[src/sv/dcbg_pkg.sv]
// ----------------------------------------------------------------------------
// dcbg_pkg - shared types and constants for the chirp/beep generator
// Configuration record, divider request/response, sine table and reset values.
// ----------------------------------------------------------------------------
package dcbg_pkg;

  localparam int TABLE_SIZE = 256;
  localparam int SINE_W     = 17;
  localparam int CNT_W      = 17;
  localparam int ENV_W      = 16;

  // Divider geometry: widest dividend is a 32 x 17 bit product
  localparam int DIV_NUM_W  = 49;
  localparam int DIV_DEN_W  = 16;
  localparam int DIV_CNT_W  = 6;

  localparam logic [DIV_CNT_W-1:0] SPAN_STEPS = DIV_CNT_W'(DIV_NUM_W);
  localparam logic [DIV_CNT_W-1:0] RAMP_STEPS = DIV_CNT_W'(16);
  localparam logic [DIV_CNT_W-1:0] MOD_STEPS  = DIV_CNT_W'(32);

  localparam logic [ENV_W-1:0] FULL_SCALE = 16'h8000;
  localparam logic [15:0]      GAIN_Q15   = 16'd29490;
  localparam logic [31:0]      LCG_MUL    = 32'd1664525;
  localparam logic [31:0]      LCG_ADD    = 32'd1013904223;

  // Register indexes, at word addresses
  typedef enum logic [2:0] {
    REG_INCR_START    = 3'd0,
    REG_INCR_END      = 3'd1,
    REG_CHIRP_LENGTH  = 3'd2,
    REG_BASE_INTERVAL = 3'd3,
    REG_ATTACK_LENGTH = 3'd4,
    REG_DECAY_LENGTH  = 3'd5,
    REG_JITTER_RANGE  = 3'd6,
    REG_RNG_SEED      = 3'd7
  } reg_idx_e;

  // Register reset values
  localparam logic [31:0] RST_INCR_START    = 32'd154618822;
  localparam logic [31:0] RST_INCR_END      = 32'd223338299;
  localparam logic [15:0] RST_CHIRP_LENGTH  = 16'd3000;
  localparam logic [15:0] RST_BASE_INTERVAL = 16'd8000;
  localparam logic [11:0] RST_ATTACK_LENGTH = 12'd80;
  localparam logic [11:0] RST_DECAY_LENGTH  = 12'd120;
  localparam logic [11:0] RST_JITTER_RANGE  = 12'd200;
  localparam logic [31:0] RST_RNG_SEED      = 32'd1234567;

  typedef struct packed {
    logic [31:0] incr_start;
    logic [31:0] incr_end;
    logic [15:0] chirp_length;
    logic [15:0] base_interval;
    logic [11:0] attack_length;
    logic [11:0] decay_length;
    logic [11:0] jitter_range;
    logic [31:0] rng_seed;
  } cfg_t;

  typedef struct packed {
    logic        load;
    logic [31:0] value;
  } seed_t;

  typedef struct packed {
    logic                 start;
    logic [DIV_NUM_W-1:0] dividend;   // left-aligned, steps bits used
    logic [DIV_DEN_W-1:0] divisor;
    logic [DIV_CNT_W-1:0] steps;
  } div_req_t;

  typedef struct packed {
    logic                 done;
    logic [DIV_NUM_W-1:0] quotient;
    logic [DIV_DEN_W-1:0] remainder;
  } div_rsp_t;

  // sin(k*pi/128)*32768 towards zero, Q31 Taylor series, k in 0..64
  function automatic logic [63:0] quarter_sine(int k);
    logic [63:0] x;
    logic [63:0] x2;
    logic [63:0] t;
    logic [63:0] m;
    if (k >= 64) begin
      return 64'd32768;
    end
    x = (64'(k) * 64'd6746518852) >> 7;
    x2 = (x * x) >> 31;
    t = 64'd2147483648;
    for (int d = 0; d < 7; d++) begin
      m = (x2 * t) >> 31;
      case (d)
        0: t = 64'd2147483648 - m / 64'd210;
        1: t = 64'd2147483648 - m / 64'd156;
        2: t = 64'd2147483648 - m / 64'd110;
        3: t = 64'd2147483648 - m / 64'd72;
        4: t = 64'd2147483648 - m / 64'd42;
        5: t = 64'd2147483648 - m / 64'd20;
        default: t = 64'd2147483648 - m / 64'd6;
      endcase
    end
    return ((x * t) >> 31) >> 16;
  endfunction

  function automatic logic [TABLE_SIZE*SINE_W-1:0] build_sine_rom();
    logic [TABLE_SIZE*SINE_W-1:0] rom;
    logic [SINE_W-1:0]            q;
    rom = '0;
    for (int k = 0; k < TABLE_SIZE / 2; k++) begin
      q = (k <= 64) ? SINE_W'(quarter_sine(k)) : SINE_W'(quarter_sine(128 - k));
      rom[k*SINE_W +: SINE_W] = q;
      rom[(k + TABLE_SIZE / 2)*SINE_W +: SINE_W] = SINE_W'(-q);
    end
    return rom;
  endfunction

  localparam logic [TABLE_SIZE*SINE_W-1:0] SINE_ROM = build_sine_rom();

  function automatic logic signed [SINE_W-1:0] sine_at(logic [7:0] idx);
    return SINE_ROM[int'(idx)*SINE_W +: SINE_W];
  endfunction

endpackage

[src/sv/dds_chirp_beep_generator.sv]
// ----------------------------------------------------------------------------
// dds_chirp_beep_generator - swept DDS tone bursts with envelope and jittered gaps
// Chirp word: span multiply, 49-bit divide (if count < chirp_length), envelope divide
// (none on a zero-length decay); a chirp's last sample adds an LCG step and a jitter
// divide if jitter is on. Silence skips them; one word in flight, output may stall.
// Reset: registers at defaults, chirp starts at phase 0, no clearing pass.
// ----------------------------------------------------------------------------
module dds_chirp_beep_generator (
  input  logic        clk_i,
  input  logic        rst_ni,
  // input stream
  input  logic        s_axis_tvalid,
  output logic        s_axis_tready,
  input  logic [7:0]  s_axis_tdata,   // [0] sample_tick
  // output stream
  output logic        m_axis_tvalid,
  input  logic        m_axis_tready,
  output logic [15:0] m_axis_tdata,   // [15:0] pcm_sample
  output logic        m_axis_tuser,   // [0] chirp_active
  // configuration
  input  logic        psel,
  input  logic        penable,
  input  logic        pwrite,
  input  logic [4:0]  paddr,
  input  logic [31:0] pwdata,
  output logic [31:0] prdata,
  output logic        pready
);

  typedef enum logic [3:0] {
    ST_IDLE, ST_SPAN_MUL, ST_SPAN_DIV, ST_SPAN_WAIT, ST_PHASE, ST_ENV,
    ST_ENV_WAIT, ST_ENV_APPLY, ST_TONE_MUL, ST_GAIN_MUL, ST_FINISH,
    ST_LCG_MUL, ST_LCG_ADD, ST_MOD_DIV, ST_MOD_WAIT, ST_OUT
  } state_e;

  dcbg_pkg::cfg_t     cfg_s;
  dcbg_pkg::seed_t    seed_s;
  dcbg_pkg::div_req_t div_req_s;
  dcbg_pkg::div_rsp_t div_rsp_s;

  state_e                          state_q;
  logic [31:0]                     phase_q;
  logic                            in_silence_q;
  logic [dcbg_pkg::CNT_W-1:0]      count_q;
  logic [dcbg_pkg::ENV_W-1:0]      env_q;
  logic [dcbg_pkg::CNT_W-1:0]      silence_len_q;
  logic [31:0]                     lcg_q;
  logic [31:0]                     incr_q;
  logic [15:0]                     step_q;
  logic                            attack_q;
  logic [15:0]                     pcm_q;
  logic                            active_q;
  logic                            m_valid_q;
  logic [15:0]                     m_data_q;
  logic                            m_user_q;
  logic signed [65:0]              mul_p_q;

  logic                            rising_s;
  logic [31:0]                     span_s;
  logic [dcbg_pkg::CNT_W-1:0]      count_inc_s;
  logic signed [dcbg_pkg::SINE_W-1:0] tone_s;
  logic                            attack_need_s;
  logic                            decay_need_s;
  logic signed [32:0]              mul_a_s;
  logic signed [32:0]              mul_b_s;
  logic signed [16:0]              level_s;
  logic signed [65:0]              round_s;
  logic [16:0]                     env_sum_s;
  logic                            in_fire_s;

  dcbg_regs u_regs (
    .clk_i   (clk_i),
    .rst_ni  (rst_ni),
    .psel    (psel),
    .penable (penable),
    .pwrite  (pwrite),
    .paddr   (paddr),
    .pwdata  (pwdata),
    .prdata  (prdata),
    .pready  (pready),
    .cfg_o   (cfg_s),
    .seed_o  (seed_s)
  );

  dcbg_div u_div (
    .clk_i  (clk_i),
    .rst_ni (rst_ni),
    .req_i  (div_req_s),
    .rsp_o  (div_rsp_s)
  );

  assign s_axis_tready = (state_q == ST_IDLE);
  assign in_fire_s     = s_axis_tvalid && s_axis_tready;
  assign m_axis_tvalid = m_valid_q;
  assign m_axis_tdata  = m_data_q;
  assign m_axis_tuser  = m_user_q;

  assign rising_s    = cfg_s.incr_end >= cfg_s.incr_start;
  assign span_s      = rising_s ? (cfg_s.incr_end - cfg_s.incr_start)
                                : (cfg_s.incr_start - cfg_s.incr_end);
  assign count_inc_s = count_q + 1'b1;
  assign tone_s      = dcbg_pkg::sine_at(phase_q[31:24]);

  assign attack_need_s = count_q < {5'd0, cfg_s.attack_length};
  assign decay_need_s  = ({1'b0, count_q} + {6'd0, cfg_s.decay_length})
                         > {2'd0, cfg_s.chirp_length};

  // floor(p / 2^15); |p| stays below 2^31 so the low bits carry the value
  assign level_s   = mul_p_q[31:15];
  assign round_s   = mul_p_q + 66'sd16384;
  assign env_sum_s = {1'b0, env_q} + {1'b0, step_q};

  // shared multiplier operand select
  always_comb begin
    case (state_q)
      ST_SPAN_MUL: begin
        mul_a_s = {1'b0, span_s};
        mul_b_s = {16'd0, count_q};
      end
      ST_TONE_MUL: begin
        mul_a_s = {17'd0, env_q};
        mul_b_s = {{16{tone_s[dcbg_pkg::SINE_W-1]}}, tone_s};
      end
      ST_GAIN_MUL: begin
        mul_a_s = {{16{level_s[16]}}, level_s};
        mul_b_s = {17'd0, dcbg_pkg::GAIN_Q15};
      end
      ST_LCG_MUL: begin
        mul_a_s = {1'b0, lcg_q};
        mul_b_s = {1'b0, dcbg_pkg::LCG_MUL};
      end
      default: begin
        mul_a_s = '0;
        mul_b_s = '0;
      end
    endcase
  end

  always_ff @(posedge clk_i) begin
    mul_p_q <= mul_a_s * mul_b_s;
  end

  // divider requests
  always_comb begin
    div_req_s          = '0;
    div_req_s.dividend = {dcbg_pkg::FULL_SCALE, 33'd0};
    div_req_s.steps    = dcbg_pkg::RAMP_STEPS;
    case (state_q)
      ST_SPAN_DIV: begin
        div_req_s.start    = 1'b1;
        div_req_s.dividend = mul_p_q[dcbg_pkg::DIV_NUM_W-1:0];
        div_req_s.divisor  = cfg_s.chirp_length;
        div_req_s.steps    = dcbg_pkg::SPAN_STEPS;
      end
      ST_ENV: begin
        if (attack_need_s) begin
          div_req_s.start   = 1'b1;
          div_req_s.divisor = {4'd0, cfg_s.attack_length};
        end else if (decay_need_s && (cfg_s.decay_length != '0)) begin
          div_req_s.start   = 1'b1;
          div_req_s.divisor = {4'd0, cfg_s.decay_length};
        end
      end
      ST_MOD_DIV: begin
        div_req_s.start    = 1'b1;
        div_req_s.dividend = {lcg_q, 17'd0};
        div_req_s.divisor  = {4'd0, cfg_s.jitter_range};
        div_req_s.steps    = dcbg_pkg::MOD_STEPS;
      end
      default: ;
    endcase
  end

  always_ff @(posedge clk_i or negedge rst_ni) begin
    if (!rst_ni) begin
      state_q       <= ST_IDLE;
      phase_q       <= '0;
      in_silence_q  <= 1'b0;
      count_q       <= '0;
      env_q         <= '0;
      silence_len_q <= {1'b0, dcbg_pkg::RST_BASE_INTERVAL};
      lcg_q         <= dcbg_pkg::RST_RNG_SEED;
      incr_q        <= '0;
      step_q        <= '0;
      attack_q      <= 1'b0;
      pcm_q         <= '0;
      active_q      <= 1'b0;
      m_valid_q     <= 1'b0;
      m_data_q      <= '0;
      m_user_q      <= 1'b0;
    end else begin
      // ST_OUT reloads the output register itself
      if (m_valid_q && m_axis_tready && (state_q != ST_OUT)) begin
        m_valid_q <= 1'b0;
      end
      if (seed_s.load) begin
        lcg_q <= seed_s.value;
      end
      case (state_q)
        ST_IDLE: begin
          if (in_fire_s && s_axis_tdata[0]) begin
            if (in_silence_q) begin
              pcm_q    <= '0;
              active_q <= 1'b0;
              if (count_inc_s >= silence_len_q) begin
                in_silence_q <= 1'b0;
                count_q      <= '0;
                env_q        <= '0;
              end else begin
                count_q <= count_inc_s;
              end
              state_q <= ST_OUT;
            end else begin
              state_q <= ST_SPAN_MUL;
            end
          end
        end
        ST_SPAN_MUL: begin
          if (count_q < {1'b0, cfg_s.chirp_length}) begin
            state_q <= ST_SPAN_DIV;
          end else begin
            incr_q  <= cfg_s.incr_end;
            state_q <= ST_PHASE;
          end
        end
        ST_SPAN_DIV: state_q <= ST_SPAN_WAIT;
        ST_SPAN_WAIT: begin
          if (div_rsp_s.done) begin
            incr_q  <= rising_s ? (cfg_s.incr_start + div_rsp_s.quotient[31:0])
                                : (cfg_s.incr_start - div_rsp_s.quotient[31:0]);
            state_q <= ST_PHASE;
          end
        end
        ST_PHASE: begin
          phase_q <= phase_q + incr_q;
          state_q <= ST_ENV;
        end
        ST_ENV: begin
          if (attack_need_s) begin
            attack_q <= 1'b1;
            state_q  <= ST_ENV_WAIT;
          end else if (decay_need_s) begin
            attack_q <= 1'b0;
            if (cfg_s.decay_length == '0) begin
              step_q  <= dcbg_pkg::FULL_SCALE;
              state_q <= ST_ENV_APPLY;
            end else begin
              state_q <= ST_ENV_WAIT;
            end
          end else begin
            state_q <= ST_TONE_MUL;
          end
        end
        ST_ENV_WAIT: begin
          if (div_rsp_s.done) begin
            step_q  <= div_rsp_s.quotient[15:0];
            state_q <= ST_ENV_APPLY;
          end
        end
        ST_ENV_APPLY: begin
          if (attack_q) begin
            env_q <= (env_sum_s > {1'b0, dcbg_pkg::FULL_SCALE}) ? dcbg_pkg::FULL_SCALE
                                                                : env_sum_s[15:0];
          end else begin
            env_q <= (env_q > step_q) ? (env_q - step_q) : '0;
          end
          state_q <= ST_TONE_MUL;
        end
        ST_TONE_MUL: state_q <= ST_GAIN_MUL;
        ST_GAIN_MUL: state_q <= ST_FINISH;
        ST_FINISH: begin
          pcm_q    <= round_s[30:15];
          active_q <= 1'b1;
          if (count_inc_s >= {1'b0, cfg_s.chirp_length}) begin
            in_silence_q <= 1'b1;
            count_q      <= '0;
            if (cfg_s.jitter_range != '0) begin
              state_q <= ST_LCG_MUL;
            end else begin
              silence_len_q <= {1'b0, cfg_s.base_interval};
              state_q       <= ST_OUT;
            end
          end else begin
            count_q <= count_inc_s;
            state_q <= ST_OUT;
          end
        end
        ST_LCG_MUL: state_q <= ST_LCG_ADD;
        ST_LCG_ADD: begin
          lcg_q   <= mul_p_q[31:0] + dcbg_pkg::LCG_ADD;
          state_q <= ST_MOD_DIV;
        end
        ST_MOD_DIV: state_q <= ST_MOD_WAIT;
        ST_MOD_WAIT: begin
          if (div_rsp_s.done) begin
            silence_len_q <= {1'b0, cfg_s.base_interval}
                             + {5'd0, div_rsp_s.remainder[11:0]};
            state_q       <= ST_OUT;
          end
        end
        ST_OUT: begin
          // hand the word to the output register once it is free
          if (!m_valid_q || m_axis_tready) begin
            m_valid_q <= 1'b1;
            m_data_q  <= pcm_q;
            m_user_q  <= active_q;
            state_q   <= ST_IDLE;
          end
        end
        default: state_q <= ST_IDLE;
      endcase
    end
  end

endmodule

[src/sv/dcbg_regs.sv]
// ----------------------------------------------------------------------------
// dcbg_regs - configuration register file
// APB-style slave, eight registers at word addresses, zero wait states.
// ----------------------------------------------------------------------------
module dcbg_regs (
  input  logic             clk_i,
  input  logic             rst_ni,
  input  logic             psel,
  input  logic             penable,
  input  logic             pwrite,
  input  logic [4:0]       paddr,
  input  logic [31:0]      pwdata,
  output logic [31:0]      prdata,
  output logic             pready,
  output dcbg_pkg::cfg_t   cfg_o,
  output dcbg_pkg::seed_t  seed_o
);

  dcbg_pkg::cfg_t cfg_q;
  logic [2:0]     idx_s;
  logic           wr_s;

  assign pready = 1'b1;
  assign idx_s  = paddr[4:2];
  assign wr_s   = psel && penable && pwrite;

  always_ff @(posedge clk_i or negedge rst_ni) begin
    if (!rst_ni) begin
      cfg_q.incr_start    <= dcbg_pkg::RST_INCR_START;
      cfg_q.incr_end      <= dcbg_pkg::RST_INCR_END;
      cfg_q.chirp_length  <= dcbg_pkg::RST_CHIRP_LENGTH;
      cfg_q.base_interval <= dcbg_pkg::RST_BASE_INTERVAL;
      cfg_q.attack_length <= dcbg_pkg::RST_ATTACK_LENGTH;
      cfg_q.decay_length  <= dcbg_pkg::RST_DECAY_LENGTH;
      cfg_q.jitter_range  <= dcbg_pkg::RST_JITTER_RANGE;
      cfg_q.rng_seed      <= dcbg_pkg::RST_RNG_SEED;
    end else if (wr_s) begin
      case (idx_s)
        dcbg_pkg::REG_INCR_START:    cfg_q.incr_start    <= pwdata;
        dcbg_pkg::REG_INCR_END:      cfg_q.incr_end      <= pwdata;
        dcbg_pkg::REG_CHIRP_LENGTH:  cfg_q.chirp_length  <= pwdata[15:0];
        dcbg_pkg::REG_BASE_INTERVAL: cfg_q.base_interval <= pwdata[15:0];
        dcbg_pkg::REG_ATTACK_LENGTH: cfg_q.attack_length <= pwdata[11:0];
        dcbg_pkg::REG_DECAY_LENGTH:  cfg_q.decay_length  <= pwdata[11:0];
        dcbg_pkg::REG_JITTER_RANGE:  cfg_q.jitter_range  <= pwdata[11:0];
        dcbg_pkg::REG_RNG_SEED:      cfg_q.rng_seed      <= pwdata;
        default: ;
      endcase
    end
  end

  always_comb begin
    case (idx_s)
      dcbg_pkg::REG_INCR_START:    prdata = cfg_q.incr_start;
      dcbg_pkg::REG_INCR_END:      prdata = cfg_q.incr_end;
      dcbg_pkg::REG_CHIRP_LENGTH:  prdata = {16'd0, cfg_q.chirp_length};
      dcbg_pkg::REG_BASE_INTERVAL: prdata = {16'd0, cfg_q.base_interval};
      dcbg_pkg::REG_ATTACK_LENGTH: prdata = {20'd0, cfg_q.attack_length};
      dcbg_pkg::REG_DECAY_LENGTH:  prdata = {20'd0, cfg_q.decay_length};
      dcbg_pkg::REG_JITTER_RANGE:  prdata = {20'd0, cfg_q.jitter_range};
      dcbg_pkg::REG_RNG_SEED:      prdata = cfg_q.rng_seed;
      default:                     prdata = '0;
    endcase
  end

  // seed write also reloads the generator state
  assign seed_o.load  = wr_s && (idx_s == dcbg_pkg::REG_RNG_SEED);
  assign seed_o.value = pwdata;
  assign cfg_o        = cfg_q;

endmodule

[src/sv/dcbg_div.sv]
// ----------------------------------------------------------------------------
// dcbg_div - shared restoring divider
// One quotient bit per cycle; dividend is left-aligned, steps gives its width.
// ----------------------------------------------------------------------------
module dcbg_div (
  input  logic                clk_i,
  input  logic                rst_ni,
  input  dcbg_pkg::div_req_t  req_i,
  output dcbg_pkg::div_rsp_t  rsp_o
);

  logic                           busy_q;
  logic                           done_q;
  logic [dcbg_pkg::DIV_CNT_W-1:0] cnt_q;
  logic [dcbg_pkg::DIV_NUM_W-1:0] work_q;
  logic [dcbg_pkg::DIV_DEN_W-1:0] rem_q;
  logic [dcbg_pkg::DIV_DEN_W-1:0] den_q;

  logic [dcbg_pkg::DIV_DEN_W:0]   trial_s;
  logic                           fits_s;
  logic [dcbg_pkg::DIV_DEN_W:0]   diff_s;

  assign trial_s = {rem_q, work_q[dcbg_pkg::DIV_NUM_W-1]};
  assign fits_s  = trial_s >= {1'b0, den_q};
  assign diff_s  = fits_s ? (trial_s - {1'b0, den_q}) : trial_s;

  always_ff @(posedge clk_i or negedge rst_ni) begin
    if (!rst_ni) begin
      busy_q <= 1'b0;
      done_q <= 1'b0;
      cnt_q  <= '0;
    end else if (req_i.start) begin
      busy_q <= 1'b1;
      done_q <= 1'b0;
      cnt_q  <= req_i.steps;
    end else if (busy_q) begin
      cnt_q <= cnt_q - 1'b1;
      if (cnt_q == dcbg_pkg::DIV_CNT_W'(1)) begin
        busy_q <= 1'b0;
        done_q <= 1'b1;
      end
    end else begin
      done_q <= 1'b0;
    end
  end

  // quotient bits shift in at the bottom as dividend bits leave the top
  always_ff @(posedge clk_i) begin
    if (req_i.start) begin
      work_q <= req_i.dividend;
      rem_q  <= '0;
      den_q  <= req_i.divisor;
    end else if (busy_q) begin
      work_q <= {work_q[dcbg_pkg::DIV_NUM_W-2:0], fits_s};
      rem_q  <= diff_s[dcbg_pkg::DIV_DEN_W-1:0];
    end
  end

  assign rsp_o.done      = done_q;
  assign rsp_o.quotient  = work_q;
  assign rsp_o.remainder = rem_q;

endmodule
[config.mk]
export PLATFORM = sky130hd
export DESIGN_NAME = dds_chirp_beep_generator
export DESIGN_NICKNAME = d
export VERILOG_FILES = /design/src/sv/dcbg_pkg.sv /design/src/sv/dds_chirp_beep_generator.sv /design/src/sv/dcbg_regs.sv /design/src/sv/dcbg_div.sv
export SDC_FILE = /design/constraint.sdc
export NUM_CORES = 2
export LEC_CHECK = 0
export ABC_CLOCK_PERIOD_IN_PS = 25800
export BUFFER_PORTS_ARGS = -buffer_cell sky130_fd_sc_hd__buf_2
export CAP_MARGIN = 20
export CORE_MARGIN = 5
export CORE_UTILIZATION = 70
export DETAILED_ROUTE_END_ITERATION = 10
export PLACE_DENSITY = 0.85
export SYNTH_ARGS = -nofsm -noshare
export SYNTH_HDL_FRONTEND = slang
export SYNTH_HIERARCHICAL = 1
export SYNTH_SLANG_ARGS = --single-unit
[constraint.sdc]
create_clock -name clk_i -period 25.8 [get_ports clk_i]
set_input_delay 3.87 -clock clk_i [delete_from_list [all_inputs] [get_ports clk_i]]
set_output_delay 3.87 -clock clk_i [all_outputs]
set_load 0.01 [all_outputs]
# Word-level counts from Yosys, hierarchy flattened
# Index checks and enable logic that the tools add are counted.
classes:
  addsub: 14
  mux: 79
  reduce_logical: 41
  n_lt_le_gt_ge: 9
  shifts: 1
  n_eq_ne: 38
  n_mul: 2
op_table:
  columns: ["operator", "count"]
  rows:
  - ["$shiftx A4352 B14 Y17 const A", 1]
  - ["$pmux W33 S4", 2]
  - ["$pmux W32 S8", 1]
  - ["$mux W16", 13]
  - ["$mux W32", 6]
  - ["$mux W17", 7]
  - ["$mux W49", 2]
  - ["$pmux W49 S2", 1]
  - ["$pmux W16 S2", 3]
  - ["$sub A32 B32 Y32", 3]
  - ["$pmux W17 S2", 2]
  - ["$add A32 B32 Y32", 2]
  - ["$pmux W32 S2", 1]
  - ["$pmux W4 S16", 1]
  - ["$mul A33 B33 Y49", 1]
  - ["$pmux W16 S3", 1]
  - ["$mux W4", 9]
  - ["$ge A17 B16 Y1", 2]
  - ["$add A32 B30 Y32 const B", 1]
  - ["$eq A4 B4 Y1 const B", 8]
  - ["$ge A32 B32 Y1", 1]
  - ["$sub A16 B16 Y16", 2]
  - ["$add A31 B16 Y31 const B", 1]
  - ["$mux W12", 2]
  - ["other kinds (41)", 111]
totals:
  in_bits: 52
  register_bits: 505

# Longest topological paths before layout
logic_depth:
  ltp_word: 7
  depth_mapped: 46

# Hierarchy
# Netlist, hierarchy kept.
modules_own_cells:
  columns: ["mod", "cells_per_inst", "n_inst", "area_each_um2"]
  rows:
  - ["dds_chirp_beep_generator", 6562, 1, 54629.9]
  - ["dcbg_regs", 571, 1, 7901.3]
  - ["dcbg_div", 376, 1, 4590.7]

# Worst setup path before layout
# No wires, ideal clock.
synth_timing:
  path_kind: "register -> register"
  from: "register u_regs.cfg_q (netlist bit u_regs/cfg_o[114])"
  to: "register mul_p_q[48]"
  n_path_buf: 3
  arrival_time_ps: 10022
  path_stages_with_launch: 41
  setup_slack_ps: 15658
  path_cell_list: "dfstp_2 > inv_1 > ha_1 > and2_0 > and3_1 > o21ai_0 > a21oi_1 > o21ai_2 > buf_2 > buf_1 > a21oi_1 > xnor2_1 > o211ai_1 > clkbuf_1 > nand2_1 > fa_1 > fa_1 > inv_1 > [... 5 more ...] > inv_1 > fa_1 > inv_1 > fa_1 > inv_1 > ha_1 > and4_1 > nand2_1 > nor2_1 > and3_1 > o41a_2 > a31oi_1 > o21ba_2 > o41a_1 > nor2_1 > a311oi_1 > xnor2_1 > xnor2_1"
synth_via:
  elab_chain_cells: 4
  word_cells_on_any_way: 6
synth_rtl:
  columns: ["item", "line", "text"]
  rows:
  - ["start, declared", "dcbg_regs.sv:19", "dcbg_pkg::cfg_t cfg_q;"]
  - ["$sub A32 B32 Y32, or another cell as far along", "dds_chirp_beep_generator.sv:100", ": (cfg_s.incr_start - cfg_s.incr_end);"]
  - ["$mux W32 (*)", "dds_chirp_beep_generator.sv:99", "assign span_s = rising_s ? (cfg_s.incr_end - cfg_s.incr_start)"]
  - ["$pmux W33 S4 (*)", "dds_chirp_beep_generator.sv:115", "case (state_q)"]
  - ["$mul A33 B33 Y49 (*)", "dds_chirp_beep_generator.sv:140", "mul_p_q <= mul_a_s * mul_b_s;"]
  - ["end signal, assigned", "dds_chirp_beep_generator.sv:140", null]
  - ["end, declared", "dds_chirp_beep_generator.sv:56", "logic signed [65:0] mul_p_q;"]
# Every way passes the cells marked *; elsewhere a longest branch is shown, timed or not.
# A chain may end at the register's enable or synchronous reset.

# Worst setup path after layout
layout_timing:
  from: "register u_regs.cfg_q (netlist bit u_regs/cfg_o[119])"
  to: "register mul_p_q[48]"
# Same word-level chain as after synthesis.

==> results.tsv <==
stage	metric	value	unit
status	run_status	finished with violations	
status	failed_checks	DRC	
final_layout	drive_above_1_share	0.09850	
yosys	synthTopCellsByCount	1147 x sky130_fd_sc_hd__inv_1, 842 x sky130_fd_sc_hd__fa_1, 815 x sky130_fd_sc_hd__nand2_1, 475 x sky130_fd_sc_hd__ha_1, 461 x sky130_fd_sc_hd__nor2_1	
detailed_routing	drt.antenna.violating_nets	0	
final_layout	n_fill_cell	6473	
detailed_routing	totalWireLength	236000	µm
yosys	postSynthRegisterBits	505	
placed_design	place_ws	13130	ps
final_layout	syn2layout_area_growth	5.564	%
timing	timing_max_transition_violations_final	0	
critical_path	cp_data_required_time	26360	ps
clocking	tritoncts	yes	
grt	grt_start_max_net_pins	119	
critical_path	regToRegSetupSlack	12750	ps
yosys	synth-main-ff-cell	sky130_fd_sc_hd__dfrtp_1	
critical_path	path_delay_family	adder cells	
critical_path	critPathArrivalTime	13610	ps
clocking	cts.sinks	505	
worst_hold_path	min-delay-start	active_q	
clocking	cts_root_buffer	sky130_fd_sc_hd__clkbuf_16	
yosys	sequential_cell_area_fraction_in_the_yosys_report	0.1899	
timing	timing.final.crit_share	0.5059	
timing	rsz0062_at_grt	false	
clocking	cts-buffers-inserted	56	
critical_path	setup.worst_path.end_class	register	
detailed_routing	vias	58420	
detailed_routing	drt_pre_antenna_iters	11	
die	die-area	102200	µm²
timing	max_freq	76.61	MHz
detailed_routing	dr.first_iter.drc_count	7982	
die	chipWidth	319.7	µm
yosys	yosysUniqueCellTypes	112	
critical_path	reg2reg_to	mul_p_q[48]	
timing	fin_worst_skew	73.48	ps
timing	fin_crit	13050	ps
critical_path	cp-start-kind	register	
critical_path	reg2reg_depth	40	
yosys	count_of_flip_flops_with_a_built_in_enable_after_synthesis	65	
timing	timing.max_slew.rel_slack	0.1691	
clocking	post-cts-setup-buffer-count	0	
yosys	most_frequently_used_cell_type_in_the_post_synthesis_netlist	sky130_fd_sc_hd__inv_1	
clocking	clkSlewWorstSetupHoldPaths	70	ps
critical_path	critical_path_peak_fanout	15	
critical_path	critical_path.max_stage_delay	890	ps
clocking	ctsHtreeMaxLevel	2	
worst_hold_path	timing.hold.worst_path_depth	2	
clocking	ctsLongestPathBuffers	3	
timing	setup_viol	0	
yosys	synth_area_leader_cell	sky130_fd_sc_hd__fa_1	
yosys	synthesis.yosys.warnings	6	
die	std_cell_rows	113	
grt	globalRoute.totalOverflow	0	
grt	grtUsageTotal	0.4548	
die	effective_utilization_at_floorplan	0.7054	
worst_hold_path	min_to	active_q	
final_layout	sequential_cell_area	12750	µm²
die	top_level_ports	104	
critical_path	critical_path_most_common_cell	sky130_fd_sc_hd__fa_1	
placed_design	place.gp.congestion	1.050	
timing	setup_total_negative_slack	0	ps
grt	grt_pass1_wl	357300	µm
placed_design	detailed_place_hpwl	181900	µm
die	floorplan.core_area	95150	µm²
die	die_height	319.7	µm
clocking	cts_hold_repair.buffers	0	
job	max_cap_violations	0	
detailed_routing	avgRoutedWirePerCell	26.95	µm
critical_path	r2r_start	u_regs/cfg_o[119]	
placed_design	place.port_buffers	93	
power	p_per_area	154.1	nW/µm²
yosys	asyncSetResetFlopFracSynth	0.7426	
clocking	clk-insertion-delay-late	670	ps
power	irDropWorstVdd	0.3132	mV
detailed_routing	drc	10	
power	static_leakage_power	33.62	nW
yosys	mappedNetlistArea	67120	µm²
yosys	synthCells	7509	
yosys	yosys-top-cells-area	sky130_fd_sc_hd__fa_1 25%, sky130_fd_sc_hd__dfrtp_1 11%, sky130_fd_sc_hd__ha_1 8.9%	
final_layout	nNetsFinal	8803	
critical_path	critPathBufInv	8	
final_layout	multi_input_comb_area	48690	µm²
critical_path	timing.critical_path.depth	40	
timing	final_critical_path_setup_slack	12750	ps
critical_path	criticalPathCategory	register to register	
worst_hold_path	worstHoldPathType	register to register	
timing	tightestPinTransition	1243	ps
timing	timing.final.hold_violations	0	
detailed_routing	detail_route.vias_per_cell	6.672	
critical_path	slowest_cell_on_the_critical_path	sky130_fd_sc_hd__xor2_1	
clocking	cts.repair.resized	0	
yosys	avgSynthCellArea	8.939	µm²
yosys	yosysTopAreaCellShare	0.2511	
grt	grt_antenna_before_repair	8	
grt	via_count_of_the_first_global_routing_pass	59850	
[final cells by class]
class                   instances  share of cell area
diodes                          9           0.0003178
flip-flops and latches        505              0.1800
well taps                    1265             0.02234
repair buffers                212             0.01995
clock inverters                41            0.007929
multi-input cells            5506              0.6872
inverters                    1153             0.06108
clock buffers                  65             0.02126
[worst min-delay path, cell delays in order, from the launching register on]
cell	delay (ps)
sky130_fd_sc_hd__dfrtp_1	340
sky130_fd_sc_hd__nand2_1	50
sky130_fd_sc_hd__nand2_1	50
[flip-flops by register name, summed over array words and instances (netlist names), 16 cells and up]
name	count
lcg_q	32
phase_q	32
count_q	17
env_q	16
step_q	16
silence_len_q	17
incr_q	32
u_regs/cfg_o	164
m_axis_tdata	16
pcm_q	16
mul_p_q	49
u_div/work_q	49
u_div/rem_q	16
u_div/den_q	16
[metal layers]
| layer | wire (µm) | vias up | global-route usage | part of all wire |
|---|---|---|---|---|
| met2 | 102200 | 4138 | 0.6894 | 0.43 |
| met3 | 29660 | 1150 | 0.1251 | 0.13 |
| met5 | 27 | - | 0 | 0.00011 |
| li1 | - | 24510 | - | - |
| met4 | 20900 | 4 | 0.3053 | 0.089 |
| met1 | 83240 | 28620 | 0.5741 | 0.35 |
[power by group]
| group | switching, mW | internal, mW | total, mW |
|---|---|---|---|
| sequential | 0.414 | 1.20 | 1.62 |
| clock | 0.381 | 0.525 | 0.906 |
| combinational | 5.04 | 3.35 | 8.39 |
[worst max path at each step]
stage                      start           to  slack, ps
2_1_floorplan  u_regs/cfg_o[114]  mul_p_q[48]      15660
3_3_place_gp   u_regs/cfg_o[119]  mul_p_q[48]      13320
3_5_place_dp   u_regs/cfg_o[119]  mul_p_q[48]      13130
4_1_cts        u_regs/cfg_o[119]  mul_p_q[48]      13070
5_1_grt        u_regs/cfg_o[119]  mul_p_q[46]      12310
6_report       u_regs/cfg_o[119]  mul_p_q[48]      12750
[cells in the final DEF (no fill, tap or decap), types with 133 or more instances in the layout]
cell type	n
sky130_fd_sc_hd__dfrtp_1	286
sky130_fd_sc_hd__a21oi_1	394
sky130_fd_sc_hd__ha_1	475
sky130_fd_sc_hd__nand2_1	813
sky130_fd_sc_hd__nor2_1	456
sky130_fd_sc_hd__xnor2_1	208
sky130_fd_sc_hd__inv_1	1147
sky130_fd_sc_hd__o21ai_0	347
sky130_fd_sc_hd__mux2_2	209
sky130_fd_sc_hd__a21o_1	133
sky130_fd_sc_hd__fa_1	842
[stage by stage]
step | instances | cell area (µm²) | total power [mW] | utilization | hold slack [ps]
floorplan | 7588 | 67420 | 7.303 | - | 415.9
global placement | 8636 | 68700 | 9.448 | 0.7220 | 461.1
detailed placement | 8638 | 68710 | 9.693 | 0.7221 | 465.9
CTS | 8744 | 70780 | 10.65 | 0.7439 | 480.4
global route | 8747 | 70830 | 11.71 | 0.7444 | 498.1
finish | 8756 | 70860 | 10.92 | 0.7447 | 478.3
[kinds of logic after synthesis]
kind of cell / synth area share
fa+ha+maj: 0.3397
xor+xnor: 0.03928
simple gates: 0.1332
other cells: 0.0001678
mux: 0.06079
flops: 0.1899
buf+inv: 0.09194
compound gates: 0.1451
Note: power is estimated with default switching activity, not from simulation.
